File: src/design/ges_pkg.sv
// Shared types, constants and fixed-point helpers for the Gaussian elimination solver.
// No dependencies; every other design file refers to this package by scoped names.
package ges_pkg;

	localparam int MAX_UNKNOWNS = 8;
	localparam int DATA_W = 48;
	localparam int FRAC_W = 24;

	localparam int MAX_COLS = MAX_UNKNOWNS + 1;
	localparam int CELLS = MAX_UNKNOWNS * MAX_COLS;
	localparam int ADDR_W = $clog2(CELLS);
	localparam int SOL_AW = $clog2(MAX_UNKNOWNS);
	localparam int ROW_W = $clog2(MAX_UNKNOWNS + 1);
	localparam int COL_W = $clog2(MAX_COLS + 1);
	localparam int CNT_LD_W = $clog2(CELLS + 1);

	// quotient bits and multiplier half width
	localparam int QUO_W = DATA_W + FRAC_W;
	localparam int HALF_W = (DATA_W + 1) / 2;
	localparam int PROD_W = 4 * HALF_W;
	localparam int WIDE_W = (QUO_W > PROD_W) ? QUO_W : PROD_W;

	// register and field widths
	localparam int UNK_W = 4;
	localparam int COLS_W = 4;
	localparam int THR_W = 25;
	localparam int INDEX_W = 3;
	localparam int STATUS_W = 2;
	localparam int PADDR_W = 4;
	localparam int PDATA_W = 32;

	typedef enum logic [1:0] {
		REG_UNKNOWNS  = 2'd0,
		REG_COLUMNS   = 2'd1,
		REG_THRESHOLD = 2'd2
	} reg_idx_t;

	typedef enum logic [STATUS_W-1:0] {
		STATUS_OK       = 2'd0,
		STATUS_SHAPE    = 2'd1,
		STATUS_SINGULAR = 2'd2
	} status_t;

	typedef enum logic {
		ALU_MUL = 1'b0,
		ALU_DIV = 1'b1
	} alu_op_t;

	typedef struct packed {
		logic    start;
		alu_op_t op;
	} alu_req_t;

	typedef struct packed {
		logic                     done;
		logic signed [DATA_W-1:0] result;
	} alu_rsp_t;

	function automatic logic [DATA_W-1:0] mag(input logic signed [DATA_W-1:0] v);
		logic [DATA_W-1:0] u;
		u = v;
		return v[DATA_W-1] ? (~u + 1'b1) : u;
	endfunction

	// apply sign to a wide magnitude, saturating to the signed data range
	function automatic logic signed [DATA_W-1:0] from_mag(input logic neg,
			input logic [WIDE_W-1:0] m);
		logic [WIDE_W-1:0] lim;
		logic [DATA_W-1:0] r;
		lim = WIDE_W'(1) << (DATA_W - 1);
		if (!neg) lim = lim - 1'b1;
		r = (m > lim) ? lim[DATA_W-1:0] : m[DATA_W-1:0];
		return neg ? (~r + 1'b1) : r;
	endfunction

	function automatic logic signed [DATA_W-1:0] sat_sub(input logic signed [DATA_W-1:0] a,
			input logic signed [DATA_W-1:0] b);
		logic [DATA_W:0] d;
		d = {a[DATA_W-1], a} - {b[DATA_W-1], b};
		if (d[DATA_W] != d[DATA_W-1])
			return d[DATA_W] ? {1'b1, {(DATA_W-1){1'b0}}} : {1'b0, {(DATA_W-1){1'b1}}};
		return d[DATA_W-1:0];
	endfunction

endpackage

File: src/design/ges_alu.sv
// Shared multi-cycle fixed-point multiplier (four half-width partial products)
// and restoring divider (one quotient bit per cycle). Depends on ges_pkg.
module ges_alu (
	input  logic                              clk,
	input  logic                              arst_n,
	input  ges_pkg::alu_req_t                 req,
	input  logic signed [ges_pkg::DATA_W-1:0] a,
	input  logic signed [ges_pkg::DATA_W-1:0] b,
	output ges_pkg::alu_rsp_t                 rsp
);
	localparam int DW = ges_pkg::DATA_W;
	localparam int QW = ges_pkg::QUO_W;
	localparam int HW = ges_pkg::HALF_W;
	localparam int PW = ges_pkg::PROD_W;
	localparam int WW = ges_pkg::WIDE_W;
	localparam int CNT_W = $clog2(QW + 1);

	logic                 busy_q;
	logic                 done_q;
	ges_pkg::alu_op_t     op_q;
	logic                 neg_q;
	logic [CNT_W-1:0]     cnt_q;
	logic [QW-1:0]        num_q;
	logic [QW-1:0]        quo_q;
	logic [DW-1:0]        rem_q;
	logic [DW-1:0]        d_q;
	logic [2*HW-1:0]      x_q;
	logic [2*HW-1:0]      y_q;
	logic [PW-1:0]        acc_q;
	logic signed [DW-1:0] res_q;

	logic [DW:0]     rem2;
	logic            ge;
	logic [DW:0]     rem_nx;
	logic [1:0]      idx;
	logic [HW-1:0]   xs;
	logic [HW-1:0]   ys;
	logic [2*HW-1:0] part;
	logic [PW-1:0]   part_sh;
	logic [DW-1:0]   ma;
	logic [DW-1:0]   mb;

	always_comb begin
		ma = ges_pkg::mag(a);
		mb = ges_pkg::mag(b);
		rem2 = {rem_q, num_q[QW-1]};
		ge = rem2 >= {1'b0, d_q};
		rem_nx = ge ? rem2 - {1'b0, d_q} : rem2;
		idx = 2'(cnt_q - 1'b1);
		xs = idx[0] ? x_q[2*HW-1:HW] : x_q[HW-1:0];
		ys = idx[1] ? y_q[2*HW-1:HW] : y_q[HW-1:0];
		part = xs * ys;
		part_sh = (PW'(part) << (idx[0] ? HW : 0)) << (idx[1] ? HW : 0);
	end

	always_ff @(posedge clk or negedge arst_n) begin
		if (!arst_n) begin
			busy_q <= 1'b0;
			done_q <= 1'b0;
			cnt_q <= '0;
		end else begin
			done_q <= 1'b0;
			if (req.start && !busy_q) begin
				op_q <= req.op;
				neg_q <= a[DW-1] ^ b[DW-1];
				if (req.op == ges_pkg::ALU_DIV) begin
					if (mb == '0) begin
						// zero divisor: saturate toward the dividend's sign, 0/0 is 0
						res_q <= ges_pkg::from_mag(a[DW-1], (ma != '0) ? {WW{1'b1}} : '0);
						done_q <= 1'b1;
					end else begin
						busy_q <= 1'b1;
						num_q <= {ma, {ges_pkg::FRAC_W{1'b0}}};
						rem_q <= '0;
						quo_q <= '0;
						d_q <= mb;
						cnt_q <= CNT_W'(QW);
					end
				end else begin
					busy_q <= 1'b1;
					x_q <= (2*HW)'(ma);
					y_q <= (2*HW)'(mb);
					acc_q <= '0;
					cnt_q <= CNT_W'(4);
				end
			end else if (busy_q) begin
				if (cnt_q != '0) begin
					cnt_q <= cnt_q - 1'b1;
					if (op_q == ges_pkg::ALU_DIV) begin
						rem_q <= rem_nx[DW-1:0];
						num_q <= {num_q[QW-2:0], 1'b0};
						quo_q <= {quo_q[QW-2:0], ge};
					end else begin
						acc_q <= acc_q + part_sh;
					end
				end else begin
					busy_q <= 1'b0;
					done_q <= 1'b1;
					if (op_q == ges_pkg::ALU_DIV)
						res_q <= ges_pkg::from_mag(neg_q, WW'(quo_q));
					else
						res_q <= ges_pkg::from_mag(neg_q, WW'(acc_q >> ges_pkg::FRAC_W));
				end
			end
		end
	end

	assign rsp.done = done_q;
	assign rsp.result = res_q;

endmodule

File: config.mk
export PLATFORM = sky130hd
export DESIGN_NAME = ges_alu
export DESIGN_NICKNAME = d
export VERILOG_FILES = /design/src/design/ges_pkg.sv /design/src/design/ges_alu.sv
export SDC_FILE = /design/constraint.sdc
export NUM_CORES = 2
export LEC_CHECK = 0
export ABC_AREA = 1
export BUFFER_PORTS_ARGS = -buffer_cell sky130_fd_sc_hd__clkbuf_2
export CAP_MARGIN = 20
export CORE_MARGIN = 10
export CORE_UTILIZATION = 59
export DETAILED_ROUTE_END_ITERATION = 12
export PLACE_DENSITY_LB_ADDON = 0.1
export REMOVE_ABC_BUFFERS = 1
export SETUP_SLACK_MARGIN = 0.15
export SKIP_CTS_REPAIR_TIMING = 1
export SLEW_MARGIN = 20
export SYNTH_ARGS = -nofsm -noshare
export SYNTH_HDL_FRONTEND = slang
export SYNTH_SLANG_ARGS = --single-unit
File: constraint.sdc
create_clock -name clk -period 10.85 [get_ports clk]
set_input_delay 1.085 -clock clk [delete_from_list [all_inputs] [get_ports clk]]
set_output_delay 1.085 -clock clk [all_outputs]
set_load 0.02 [all_outputs]
# Word-level counts from Yosys, hierarchy flattened
# Cells that the tools add are included.
# word_totals
reg_bits,491
input_bits,100
output_inout_bits,49
# classes
muxes,71
shifts,2
n_mul,1
eq_ne,7
addsub,8
n_bitwise,8
n_reduce_logical,15
magnitude_cmp,4
# ops
op,count
96-bit 2-to-1 mux,17
48-bit 2-to-1 mux,23
72-bit 2-to-1 mux,12
"48-bit by 1-bit adder with 48-bit output, second input constant",5
48-bit inverter,5
72-bit by 96-bit greater-than comparator with 1-bit output,2
96-bit adder,1
96-bit greater-than comparator,1
48-bit by 5-bit << shifter with 96-bit output,1
96-bit by 5-bit << shifter with 96-bit output,1
49-bit by 48-bit >= comparator with 1-bit output,1
48-bit zero test,1
24-bit by 24-bit multiplier with 48-bit output,1
24-bit 2-to-1 mux,2
48-bit nonzero test,1
48-bit subtractor,1
7-bit 2-to-1 mux,5
1-bit 2-to-1 mux,10
5-bit 2-to-1 mux,2
5-bit AND reduction,2
"2-bit inequality test, second input constant",4
7-bit nonzero test,1
"7-bit by 1-bit subtractor with 7-bit output, second input constant",1
3-bit AND reduction,2
10 further kinds,14

# Logic depth before layout (Yosys ltp)
# logic_depth
depth_word,15
mapped_depth,62
depth_no_buf,56

# Worst setup path after synthesis
# Ideal clock, no wire load.
# synth_timing
kind,input -> register
startpoint,input b[1] (netlist bit)
endpoint,register num_q[24] (enable)
arrival_time_ns,11.083
setup_slack_ns,-0.985
stages,19
cell_sequence,inv_1 > ha_1 > inv_1 > nor3_2 > nand2_2 > nor2_2 > nand2_2 > nor4_4 > nand2_1 > o21ai_2 > nand2_2 > nor2_1 > xor2_1 > nor2_1 > nand4_1 > nor2_1 > nand2_1 > nand2_1 > a21oi_1
# synth_via
elab_chain_cells,6
# synth_rtl
element,line_no,rtl
start: declaration,ges_alu.sv:8,"input logic signed [ges_pkg::DATA_W-1:0] b,"
48-bit inverter,ges_pkg.sv:62,return v[DATA_W-1] ? (~u + 1'b1) : u;
48-bit by 1-bit adder with 48-bit output,ges_pkg.sv:62,
48-bit 2-to-1 mux,ges_pkg.sv:62,
via mb[40],ges_alu.sv:41,logic [DW-1:0] mb;
48-bit zero test,ges_alu.sv:67,if (mb == '0) begin
2-bit inequality test (no line),n/a,
6-bit AND reduction (no line),n/a,
end signal: assignment,ges_alu.sv:73,"num_q <= {ma, {ges_pkg::FRAC_W{1'b0}}};"
end signal: assignment,ges_alu.sv:91,"num_q <= {num_q[QW-2:0], 1'b0};"
end: declaration,ges_alu.sv:23,logic [QW-1:0] num_q;
# The timed path passes the listed nets, and every way through them passes these cells.
# A chain may end at the register's enable or synchronous reset.

# Final worst setup path
# layout_timing
startpoint,register cnt_q[0]
endpoint,"register acc_q[78], data pin"
# layout_via
elab_chain_cells,10
# layout_rtl
element,line_no,rtl
start: declaration,ges_alu.sv:22,logic [CNT_W-1:0] cnt_q;
start signal: assignment,ges_alu.sv:77,cnt_q <= CNT_W'(QW);
start signal: assignment,ges_alu.sv:88,cnt_q <= cnt_q - 1'b1;
7-bit by 1-bit subtractor with 7-bit output (*),n/a,
"24-bit 2-to-1 mux, on equally long branches","ges_alu.sv:50, ges_alu.sv:51",
24-bit by 24-bit multiplier with 48-bit output,ges_alu.sv:52,part = xs * ys;
48-bit by 5-bit << shifter with 96-bit output,ges_alu.sv:53,part_sh = (PW'(part) << (idx[0] ? HW : 0)) << (idx[1] ? HW : 0);
96-bit by 5-bit << shifter with 96-bit output (*),ges_alu.sv:53,
96-bit adder (*),ges_alu.sv:94,acc_q <= acc_q + part_sh;
96-bit 2-to-1 mux (*),ges_alu.sv:89,if (op_q == ges_pkg::ALU_DIV) begin
96-bit 2-to-1 mux (*),ges_alu.sv:87,if (cnt_q != '0) begin
96-bit 2-to-1 mux (*),ges_alu.sv:86,end else if (busy_q) begin
96-bit 2-to-1 mux (*),ges_alu.sv:63,if (req.start && !busy_q) begin
end signal: assignment,ges_alu.sv:94,
end: declaration,ges_alu.sv:29,logic [PW-1:0] acc_q;
# Every way passes the cells marked *; elsewhere a longest branch is shown, timed or not. The select of a mux whose other input is x is not followed.

==> results.rst <==
.. list-table::
   :header-rows: 1

   * - Metric
     - Value
   * - Element type at the critical path end
     - flop
   * - Die width
     - 329.7 microns
   * - Number of enable flip-flop cells after synthesis
     - 458
   * - Latest clock arrival within the worst-skew pair
     - 0.69 ns
   * - Buffers from clock root to sink, at most
     - 3
   * - Result of the run
     - completed
   * - Setup violators final
     - 0
   * - Minimum period implied by the final worst setup slack
     - 10.31 ns
   * - CORE AREA
     - 95150 sq um
   * - Cell types occupying the most area after synthesis
     - edfxtp_1 (24%), fa_1 (17%), nand2_1 (10%), inv_1 (9.3%), ha_1 (9.2%)
   * - Cell type with the highest aggregate area in the netlist
     - edfxtp_1
   * - Max Clk Rate
     - 0.09696 GHz
   * - Met2 wire length
     - 84910 microns
   * - Global-route wire length before repair
     - 296600 microns
   * - Most instantiated library cell after synthesis
     - nand2_1
   * - Fin Clk Skew
     - 0.05402 ns
   * - Weighted congestion reported at the end of routability-driven placement
     - 1.025
   * - Data arrival time at the worst-slack endpoint
     - 10.74 ns
   * - Detailed placement HPWL
     - 156200 microns
   * - Primary FF master, synth
     - edfxtp_1
   * - Die H
     - 329.7 microns
   * - DRC violations left
     - 0
   * - Startpoint class of the critical path
     - flop
   * - MaxCap Viol Count
     - 0
   * - Portion of synthesized cell area occupied by the leading cell type
     - 0.2430
   * - Count of nets after finishing
     - 8945
   * - Cell Rows
     - 113
   * - Actual slew at the worst max-slew pin
     - 1.064 ns
   * - Count of unique library cells instantiated by Yosys
     - 67
   * - Via count of the first global-routing pass
     - 51.46k
   * - Multi-input combinational cell area
     - 36660 sq um
   * - Number of antenna violations at the first check in global routing
     - 4
   * - Aggregate global-route resource usage
     - 0.3513
   * - Total routed wirelength
     - 194600 microns
   * - Area growth, synth to finish
     - 12.20%
   * - Share of final-layout standard cells stronger than drive strength 1
     - 0.1064
   * - Topmost layer with routed signal wires
     - met5
   * - Yosys warning count
     - 0
   * - Cell Area, Synth
     - 56610 sq um
   * - CTS root buffer
     - clkbuf_16
   * - Aggregate global routing overflow
     - 0
   * - Clock tree from TritonCTS
     - built
   * - Flops & latches, synth
     - 467
   * - TritonCTS Buffers
     - 56
   * - Worst path slowest cell
     - fa_1
   * - Num ports
     - 149
   * - Crit. path cell count
     - 54
   * - Die area
     - 108700 sq um
   * - FF-to-FF path depth
     - 54
   * - Setup TNS
     - 0 ns
   * - Delay of the slowest critical-path stage
     - 0.62 ns
   * - Max_slew headroom
     - 0.2829
   * - Sequential-to-total area share from yosys stat
     - 0.2469
   * - Average wire length per cell after detail routing
     - 21.02 microns
   * - Endpoint required time on the critical path
     - 11.28 ns
   * - Non-Filler Instances
     - 9257
   * - Buf+Inv Stages, Crit Path
     - 18
   * - Routed length on met1
     - 79690 microns
   * - DR iter-0 viols
     - 6425
   * - Post-synthesis async set-or-reset flop share
     - 0.01927
   * - Number of port buffers
     - 148
   * - Sink count of the clock tree
     - 467
   * - Classification of the worst setup path
     - flop to flop
   * - Largest net degree at the start of global routing
     - 165
   * - Area of all sequential standard cells
     - 13980 sq um
   * - Avg Inst Size Synth
     - 7.481 sq um
   * - Tightest Hold Check Type
     - primary input to async pin
   * - Total length of routed met3 wires
     - 20660 microns
   * - CP delay by family, top
     - adder cells
   * - Share of the clock period used by the worst path after layout
     - 0.9506
   * - Filler cells
     - 8468
   * - Final ANT Viol Nets
     - 0
   * - Number of vias in the routed layout
     - 53.84k
   * - Clock transition time at the flip-flop clock pins of the worst setup and hold paths
     - 0.06 ns
   * - Cell repeated most along the worst path
     - inv_1
   * - Crit path max fanout
     - 8
   * - Hold violation count in the final report
     - 0
   * - Cell count after synthesis
     - 7567
   * - Unrepaired setup endpoints after global routing
     - true
   * - H-tree Lvls
     - 2
   * - Effective utilization at floorplan
     - 0.5949
   * - Vias per inst
     - 5.816
   * - Most frequent cells after synthesis
     - nand2_1 (1531), inv_1 (1405), nor2_1 (1000)
   * - Number of detailed-routing iterations run before antenna repair
     - 7
   * - Number of placed instances with taps included
     - 9128
   * - Max Slew Vio Count
     - 0
layout by cell type (no fill, tap or decap), drive strengths merged, types with 52 or more instances in the layout:
| cell type | count |
|---|---|
| inv | 1419 |
| edfxtp | 458 |
| nand4 | 85 |
| buf | 399 |
| xor2 | 112 |
| nor3 | 75 |
| a21oi | 498 |
| clkbuf | 213 |
| ha | 418 |
| fa | 484 |
| o21a | 52 |
| nor2 | 1018 |
| nand3 | 299 |
| xnor2 | 68 |
| a31oi | 92 |
| nand2 | 1556 |
| o21ai | 460 |
layer usage:
| metal | track usage | up-vias |
|---|---|---|
| met5 | 0 | - |
| met4 | 0.1464 | 6 |
| met3 | 0.07235 | 485 |
| met2 | 0.5324 | 2740 |
| met1 | 0.4873 | 25590 |
| li1 | - | 25020 |
logic make-up (layout without fill, tap and decap cells):
family / after synthesis / in the layout / synth area share
muxes: 9 / 9 / 0.001614
xor gates and xnor gates: 180 / 180 / 0.02785
and+or+nand+nor: 3129 / 3129 / 0.2289
AOI/OAI and AO/OA: 1219 / 1219 / 0.1189
buffers and inverters: 1661 / 2084 / 0.1123
DFF: 467 / 467 / 0.2469
other: 0 / 2 / 0
adders and majority gates: 902 / 902 / 0.2636
cell type report:
cell class	count	area share
multi-input combinational	5439	0.5772
sequential	467	0.2202
inverter	1431	0.08511
timing repair buffer	548	0.06233
tap	1265	0.02492
clock buffer	64	0.02254
clock inverter	41	0.007683
antenna	2	0.00007880
metrics by stage:
step | hold WS, ns | setup WS (ns) | utilization | area, sq um
2_1_floorplan | 0.4419 | -6.186 | - | 55620
3_3_place_gp | 0.4556 | -0.005573 | 0.6413 | 61020
3_5_place_dp | 0.4627 | 0.01163 | 0.6413 | 61020
4_1_cts | 0.2646 | 0.01150 | 0.6614 | 62940
5_1_grt | 0.2897 | 0.05525 | 0.6674 | 63500
6_report | 0.2813 | 0.5359 | 0.6675 | 63510
path summary, 6_finish.rpt:
check,start,to,slack (ns)
min in group clk,cnt_q[1]$_DFFE_PN0P_,cnt_q[1]$_DFFE_PN0P_,0.48
worst min-delay path,arst_n,busy_q$_DFFE_PN0P_,0.28
max in group asynchronous,arst_n,cnt_q[0]$_DFFE_PN0P_,10.29
worst min register to register,cnt_q[1]$_DFFE_PN0P_,cnt_q[1]$_DFFE_PN0P_,0.48
worst max-delay path,cnt_q[0]$_DFFE_PN0P_,acc_q[78]$_SDFFCE_PP0P_,0.54
worst max register to register,cnt_q[0]$_DFFE_PN0P_,acc_q[78]$_SDFFCE_PP0P_,0.54
worst register-to-register path, delay by kind of cell (launching register included):
family / cells / cell delay, ns
adder cells (fa/ha/maj): 10 / 4.53
AND/OR/NAND/NOR: 10 / 0.98
XOR/XNOR: 1 / 0.28
AO/OA/AOI/OAI: 15 / 2.05
flip-flops: 1 / 0.43
buffers and inverters: 18 / 1.77
sequential cells by signal, summed over array words and instances (netlist names):
| signal | count |
|---|---|
| quo_q | 72 |
| num_q | 48 |
| y_q | 48 |
| acc_q | 96 |
| rem_q | 48 |
| neg_q | 1 |
| res_q | 48 |
| done_q | 1 |
| x_q | 48 |
| op_q | 1 |
| busy_q | 1 |
| cnt_q | 7 |
| d_q | 48 |
Power is not shown: default switching activity piles up to over one toggle a cycle in this logic, so the estimate is an artifact.
